===== config.mk =====
export PLATFORM = sky130hd
export DESIGN_NAME = grbls_fifo
export DESIGN_NICKNAME = d
export VERILOG_FILES = /design/src/hdl/grbls_pkg.sv /design/src/hdl/grbls_fifo.sv
export SDC_FILE = /design/constraint.sdc
export NUM_CORES = 1
export LEC_CHECK = 0
export ABC_AREA = 1
export BUFFER_PORTS_ARGS = -buffer_cell sky130_fd_sc_hd__buf_2
export CAP_MARGIN = 20
export CORE_ASPECT_RATIO = 0.7
export CORE_UTILIZATION = 37
export CTS_CLUSTER_DIAMETER = 100
export DETAILED_ROUTE_END_ITERATION = 10
export GPL_TIMING_DRIVEN = 0
export PLACE_DENSITY_LB_ADDON = 0.08
export SETUP_SLACK_MARGIN = 0.05
export SLEW_MARGIN = 20
export SYNTH_ARGS = -nofsm -noshare
export SYNTH_HDL_FRONTEND = slang
export SYNTH_SLANG_ARGS = --single-unit

===== constraint.sdc =====
create_clock -name clock -period 12.05 [get_ports clock]
set_input_delay 0.6025 -clock clock [delete_from_list [all_inputs] [get_ports clock]]
set_output_delay 0.6025 -clock clock [all_outputs]
set_load 0.1 [all_outputs]

===== src/hdl/grbls_pkg.sv =====
package grbls_pkg;

   // store geometry
   localparam int ROWS            = 64;
   localparam int LINE_BYTES      = 48;
   localparam int MAX_GLYPH_WIDTH = 32;

   localparam int LINE_DOTS     = LINE_BYTES * 8;
   localparam int WORDS_PER_ROW = (LINE_BYTES + 3) / 4;
   localparam int MEM_WORDS     = ROWS * WORDS_PER_ROW;
   localparam int ROW_W         = $clog2(ROWS);
   localparam int WORD_W        = (WORDS_PER_ROW > 1) ? $clog2(WORDS_PER_ROW) : 1;
   localparam int ADDR_W        = $clog2(MEM_WORDS);

   // input field widths
   localparam int KIND_W   = 2;
   localparam int ROW_F_W  = 6;
   localparam int START_W  = 9;
   localparam int GW_W     = 6;
   localparam int PIX_W    = 32;

   // output field widths
   localparam int DWORD_W  = 32;
   localparam int INDEX_W  = 4;
   localparam int COUNT_W  = 9;
   localparam int POP_W    = 6;

   localparam int REQ_DATA_W = 56;
   localparam int REQ_USER_W = KIND_W;
   localparam int RSP_DATA_W = 48;

   // compare widths wide enough for start+width and row+rows
   localparam int DOT_W    = ($clog2(LINE_DOTS + 1) > START_W + 1) ?
                             $clog2(LINE_DOTS + 1) : START_W + 1;
   localparam int ROWEND_W = ($clog2(ROWS + 1) > ROW_F_W + 2) ?
                             $clog2(ROWS + 1) : ROW_F_W + 2;

   // command queue
   localparam int QUEUE_DEPTH = 4;
   localparam int QPTR_W      = $clog2(QUEUE_DEPTH);

   // heat dot count masks
   localparam logic [31:0] DOT_MASK_A = 32'h4924_9249;
   localparam logic [31:0] DOT_MASK_B = 32'hC71C_71C7;

   typedef enum logic [KIND_W-1:0] {
      KIND_BLIT  = 2'd0,
      KIND_CLEAR = 2'd1,
      KIND_READ  = 2'd2
   } kind_type;

   typedef enum logic [2:0] {
      ST_IDLE,
      ST_ROW,
      ST_INIT,
      ST_RD,
      ST_WR,
      ST_RQ,
      ST_EMIT
   } state_type;

   // one decoded command, byte positions 0..7 span two store words
   typedef struct packed {
      kind_type          op;
      logic [ROW_W-1:0]  row;
      logic              row_ok;
      logic              two_rows;
      logic [WORD_W-1:0] word;
      logic [63:0]       data;
      logic [7:0]        be;
      logic [7:0]        orm;
   } cmd_type;

   function automatic logic [POP_W-1:0] dots_in_word(input logic [31:0] word);
      logic [31:0] n;
      n = word;
      n = n - ((n & (DOT_MASK_A << 1)) >> 1);
      n = n + (n & (DOT_MASK_A >> 1));
      n = n + (n >> 3);
      n = n & DOT_MASK_B;
      n = n + (n >> 6);
      n = n + (n >> 12);
      n = n + (n >> 24);
      return n[POP_W-1:0];
   endfunction

endpackage


===== src/hdl/grbls_fifo.sv =====
module grbls_fifo (
   input  logic               clock,
   input  logic               reset,
   input  logic               push,
   input  grbls_pkg::cmd_type push_data,
   output logic               full,
   input  logic               pop,
   output grbls_pkg::cmd_type pop_data,
   output logic               empty
);

   grbls_pkg::cmd_type               entries_ff [grbls_pkg::QUEUE_DEPTH];
   logic [grbls_pkg::QPTR_W-1:0]     wr_ptr_ff, wr_ptr_in;
   logic [grbls_pkg::QPTR_W-1:0]     rd_ptr_ff, rd_ptr_in;
   logic [grbls_pkg::QPTR_W:0]       count_ff, count_in;
   logic                             do_push;
   logic                             do_pop;

   assign full     = count_ff == (grbls_pkg::QPTR_W + 1)'(grbls_pkg::QUEUE_DEPTH);
   assign empty    = count_ff == '0;
   assign do_push  = push && !full;
   assign do_pop   = pop && !empty;
   assign pop_data = entries_ff[rd_ptr_ff];

   always_comb begin
      wr_ptr_in = wr_ptr_ff;
      rd_ptr_in = rd_ptr_ff;
      count_in  = count_ff;
      if (do_push) begin
         wr_ptr_in = (wr_ptr_ff == grbls_pkg::QPTR_W'(grbls_pkg::QUEUE_DEPTH - 1)) ?
                     '0 : wr_ptr_ff + 1'b1;
      end
      if (do_pop) begin
         rd_ptr_in = (rd_ptr_ff == grbls_pkg::QPTR_W'(grbls_pkg::QUEUE_DEPTH - 1)) ?
                     '0 : rd_ptr_ff + 1'b1;
      end
      if (do_push && !do_pop) begin
         count_in = count_ff + 1'b1;
      end else if (do_pop && !do_push) begin
         count_in = count_ff - 1'b1;
      end
   end

   always_ff @(posedge clock) begin
      if (reset) begin
         wr_ptr_ff <= '0;
         rd_ptr_ff <= '0;
         count_ff  <= '0;
      end else begin
         wr_ptr_ff <= wr_ptr_in;
         rd_ptr_ff <= rd_ptr_in;
         count_ff  <= count_in;
      end
   end

   always_ff @(posedge clock) begin
      if (do_push) begin
         entries_ff[wr_ptr_ff] <= push_data;
      end
   end

endmodule


==> impl_results.md, run 1 <==
- DR vias/cell: 4.89
- Chip Height: 167 um
- Synth Warn #: 0
- DRC Markers: 0
- I/O Buffers: roughly 190
- Post-Route WL: ~36 mm
- GP Congestion: 0.757
- Synth unique cells: 22
- GR Util met2: 0.288
- # setup viols final: 0
- Vias in the first global route: ~8700
- Fin crit period: 3.33 ns
- Hold buffer count at CTS: 0
- CTS tree: yes
- CTS clk-pin slew, worst paths: 0.06 ns
- Nets: about 1300
- Hold crit path type: primary input to flop
- Setup Skew: 0.0131 ns
- Area share of the largest cell type after synthesis: 0.784
- Met3 usage: 0.0380
- Routed WL per cell: just over 20 um
- WHS: 0.236 ns
- All-Layer GR Usage: 0.184
- Post-synthesis sequential element count: 385
- Slew Viols, Final: 0
- Register area share after synthesis: 0.796
- Area of the multi-input gates: 2530 um2
- Clk sinks: 385
- Std-Cell Rows: 60
- Largest net degree at the start of global routing: 22
- Status: complete, no violations
- Layout cells sized above 1: 0.233
- Final Hold Vio Count: 0
- Mapped cell area: 14400 um2
- CTS H-tree depth: 2
- CTS Buffer Depth: 3
- Synth Flop Type: edfxtp_1
- Arrival time at the worst endpoint: 2.72 ns
- DP Wirelength: 23.3 mm
- First-pass GRT wire length: 54.6 mm
- Setup Buffers After CTS: 0
- Sum Neg Setup Slack: 0 ns
- Met1 Use GR: 0.262
- Number of routed nets with antenna violations: 0
- Worst Tran Pin Value: 0.698 ns
- Die area: 39700 um2
- CP Capture Type: output pin
- RSZ-0062 raised after global routing: false
- Area Growth Syn to Fin: 24.1%
- Rel. slew slack: 0.534
- Number of synthesized flops with an enable pin: 376
- Startpoint class of the critical path: flop
- Critical path class: flop to output pin
- PostCTS Resize Cnt: 0
- Synth Instances: between 900 and 1000
- Post-synthesis average cell area: 14.7 um2
- Global routing's busiest layer: met2
- Detailed Routing Iterations Pass 1: 4
- Clock Latency Late Sink: between 0.5 and 0.6 ns
- Vias: 8781
- Core Box Area: 38400 um2
- Register area: 11500 um2
- Required time worst endpoint: 11.45 ns
- Starting Density: 0.376
- Synth async-reset ratio: 0
- Post-Synthesis Net Count: 1085
- Filler cells: 3475
- Cell taking the most area after synthesis: edfxtp_1
- Largest fanout on the critical path: 10
- Total grt overflow: 0
- CTS Buf Count: 40
- Iter 0 DRT Violations: 548
- Synth area leaders: edfxtp_1 78%, nor2_1 5.3%, o21ai_0 5.3%, o22ai_1 4.1%, o21ai_1 1.3%
- Max_cap viols: 0
- Crit share post-route: 0.276
- Upper clock frequency limit: 0.301 GHz
- IO Pins: 194
- Initial antenna violation count: 7
- Clock Tree Root: clkbuf_16
- Die X: 238 um
## critical path, cell delays in order, from the launching register on
cell and delay, ns:
dfxtp_1 0.32, buf_6 0.18, buf_6 0.21, clkbuf_1 0.50
nor2_1 0.11, o22ai_1 0.35, buf_2 0.51
## cell usage after synthesis (2+ instances only)
cell type  count
a21oi_1        3
buf_2          4
buf_4          4
buf_6         13
clkbuf_1      39
dfxtp_1        9
edfxtp_1     376
ha_1           6
inv_1         16
nand2_1       14
nand3_1        2
nand3b_1       2
nor2_1       203
o21ai_0      152
o21ai_1       37
o22ai_1       94
## cells by family after synthesis
logic type | share of synthesized area
compound gates | 0.108
simple gates | 0.0587
fa+ha+maj | 0.00660
xor+xnor | 0.000608
buf+inv | 0.0302
flops | 0.796
## sequential cells by signal, summed over array words and instances (netlist names), named ones only
register    count
count_ff        3
entries_ff    376
rd_ptr_ff       2
wr_ptr_ff       2
## placed cells by master (no fill, tap or decap), types with 2 or more instances in the layout
| master | n |
|---|---|
| buf_4 | 4 |
| nor2_1 | 199 |
| diode_2 | 3 |
| inv_1 | 16 |
| edfxtp_1 | 376 |
| o21ai_0 | 152 |
| nor2_4 | 4 |
| clkinv_2 | 4 |
| nand3_1 | 2 |
| nand2_1 | 14 |
| buf_16 | 18 |
| nand3b_1 | 2 |
| o21ai_1 | 37 |
| buf_2 | 197 |
| buf_12 | 5 |
| inv_6 | 3 |
| buf_6 | 13 |
| o22ai_1 | 94 |
| ha_1 | 6 |
| dfxtp_1 | 9 |
| a21oi_1 | 3 |
| bufinv_16 | 3 |
| clkbuf_1 | 48 |
| clkbuf_16 | 41 |
| clkinv_1 | 9 |
| clkinvlp_4 | 2 |
## layout make-up
cell class	count	area share
Buffer	61	0.0203
Clock inverter	20	0.00987
Multi-Input combinational cell	516	0.141
Sequential cell	385	0.642
Timing Repair Buffer	215	0.0862
Antenna cell	3	0.000420
Tap cell	527	0.0369
Clock buffer	50	0.0593
Inverter	18	0.00406
## final timing paths
| path | startpoint | endpoint | slack, ns | depth (start not counted) |
|---|---|---|---|---|
| hold reg to reg | rd_ptr_ff[1] | flop | 0.53 | 2 |
| setup / recovery | flop | pop_data[7] | 8.72 | 6 |
| setup reg to reg | count_ff[0] | entries_ff[0][23] | 9.46 | 9 |
| hold / removal | reset | count_ff[0] | 0.24 | 2 |
## routing by layer
layer  wire length, um  up-vias  share of wire
li1                  -     4212              -
met4               604        6          0.017
met1             16800     4307           0.46
met5                32        -        0.00088
met2             17000      204           0.47
met3              1960       52          0.054
## through the flow
step	std cells	utilization	setup WS (ns)	area, um2
final	1795	0.466	8.72	17900
after global routing	1792	0.466	8.51	17900
after CTS	1792	0.466	8.62	17900
after detailed placement	1722	0.434	9.22	16600
after global placement	1700	0.418	2.92	16000
after floorplan	980	-	6.87	14400
Power of run 1 is not shown: default switching activity piles up to over one toggle a cycle in this logic, so the estimate is an artifact.
==> run 2, diff against run 1 <==
Clock period 12.05 ns to 3.3 ns, I/O delays scaled along.
==> run 2 against run 1 <==
Hold slack improved by 0.11 ns. Global-route usage is essentially flat. Cell count grew 5.3%. Non-clock buffer count up 93. Utilization up 2.1 points. Routed wire length increased by 0.47%. Cell area grew 4.5%. Clock skew about the same. First-iteration DRC count decreased by 9.7%.
==> impl_results.md, run 2 (same netlist as run 1, synthesis figures left out) <==
- Critical path class: flop to output pin
- Rel. slew slack: 0.494 (-0.0401)
- Std-Cell Rows: 60 (unchanged)
- Arrival time at the worst endpoint: 2.66 ns (-0.06 ns)
- Core Box Area: 38400 um2 (unchanged)
- Register area: 11500 um2 (unchanged)
- Cells after DPL: 1718 (-0.23%)
- Filler cells: 3438 (-1.1%)
- Upper clock frequency limit: 0.354 GHz
- DRC Markers: 0 (unchanged)
- Clock Tree Root: clkbuf_16
- All-Layer GR Usage: 0.184 (+0.000260)
- RSZ-0062 raised after global routing: false
- # setup viols final: 0 (unchanged)
- PostCTS Resize Cnt: 0 (unchanged)
- Post-Route WL: 36.5 mm (+0.47%)
- First-pass GRT wire length: 55.4 mm (+1.5%)
- Vias in the first global route: 9250 (+6.2%)
- DP Wirelength: 22.8 mm (-2.1%)
- Routed WL per cell: 19.3 um (-4.6%)
- Starting Density: 0.376 (unchanged)
- Largest register FFs: 376 (unchanged)
- Slew Viols, Final: 0 (unchanged)
- Initial antenna violation count: 2 (-5)
- Layout cells sized above 1: 0.216 (-0.0172)
- Clk sinks: 385 (unchanged)
- GP Congestion: 0.756 (-0.20%)
- CTS Buffer Depth: 3 (unchanged)
- Die area: 39700 um2 (unchanged)
- Startpoint class of the critical path: flop
- Clock Latency Late Sink: 0.53 ns (about the same)
- Status: complete, no violations
- Iter 0 DRT Violations: 495 (-9.7%)
- Most frequent cells in the layout: 376 x edfxtp_1, 199 x nor2_1, 197 x buf_2
- Chip Height: 167 um (unchanged)
- CTS H-tree depth: 2 (unchanged)
- Final Hold Vio Count: 0 (unchanged)
- Largest register by flop count: entries_ff
- CTS tree: yes
- Largest net degree at the start of global routing: 23 (+4.5%)
- CTS Buf Count: 40 (unchanged)
- Largest fanout on the critical path: 10 (unchanged)
- Worst Tran Pin Value: 0.758 ns (+0.0599 ns)
- Fin crit period: about 2.8 ns
- Most common cell after layout, fill and taps aside: edfxtp_1
- Vias: 9193 (+4.7%)
- Crit share post-route: 0.856
- Area of the multi-input gates: 2530 um2 (unchanged)
- Area Growth Syn to Fin: 29.7%
- DR vias/cell: 4.86 (-0.62%)
- IO Pins: 194 (unchanged)
- Setup Buffers After CTS: 0 (unchanged)
- Total grt overflow: 0 (unchanged)
- Non-Filler Instances: 1891 (+5.3%)
- Detailed Routing Iterations Pass 1: 5 (+1)
- Nets: 1435 (+6.9%)
- Die X: 238 um (unchanged)
- Required time worst endpoint: 3.13 ns (-8.32 ns)
- Number of routed nets with antenna violations: 0 (unchanged)
- Hold crit path type: primary input to flop
- I/O Buffers: 193 (unchanged)
- Largest regs: entries_ff: 376 flops, count_ff: 3 flops
- CTS clk-pin slew, worst paths: 0.06 ns (about the same)
- Max_cap viols: 0 (unchanged)
- CP Capture Type: output pin
- Hold buffer count at CTS: 97 (+97)
- Setup Skew: 0.0135 ns (+0.000362 ns)
[run 2: changes by cell type in the layout (fill, tap and decap cells not counted), moves of 4 or more]
| cell | change |
|---|---|
| clkinv_2 | +4 |
| buf_12 | +6 |
| buf_16 | -10 |
| dlygate4sd3_1 | +97 |
[run 2: through the flow]
stage          hold slack [ns]  cell area, um2  worst slack (ns)  TNS, ns   util
2_1_floorplan            0.237           14400            -0.330  -123.99      -
3_3_place_gp             0.352           16000             -2.76  -991.44  0.418
3_5_place_dp             0.348           16500             0.672        0  0.430
4_1_cts                  0.324           18700             0.439        0  0.487
5_1_grt                  0.364           18700             0.324        0  0.487
6_report                 0.350           18700             0.476        0  0.487
[run 2: worst paths after layout]
kind	start	end	slack (ns)	cells after the start
hold / removal	reset	count_ff[0]	0.35	3
setup / recovery	flop	pop_data[77]	0.48	7
hold reg to reg	count_ff[1]	count_ff[1]	0.53	2
setup reg to reg	count_ff[0]	entries_ff[2][17]	0.71	7
[run 2: cell type report]
class / count / area share
antenna: 3 / 0.000402
buffer: 61 / 0.0194
clock buffer: 49 / 0.0565
clock inverter: 24 / 0.00911
inverter: 18 / 0.00388
multi-input combinational: 516 / 0.135
sequential: 385 / 0.614
tap: 527 / 0.0353
timing repair buffer: 308 / 0.126
[run 2: critical path, cell delays in order (launching register included)]
cell and delay (ns):
dfxtp_1 0.31, buf_6 0.16, buf_6 0.17, inv_6 0.13, clkbuf_1 0.43, o21ai_0 0.15
o22ai_1 0.27, buf_2 0.49
[run 2: routing by layer]
layer,GRT usage,share of wire,vias to the layer above
li1,-,-,4401
met1,0.249,0.45,4522
met2,0.299,0.47,219
met3,0.0404,0.058,51
met4,0.0488,0.019,0
met5,0,0,-
Power of run 2 is left out for the same reason.
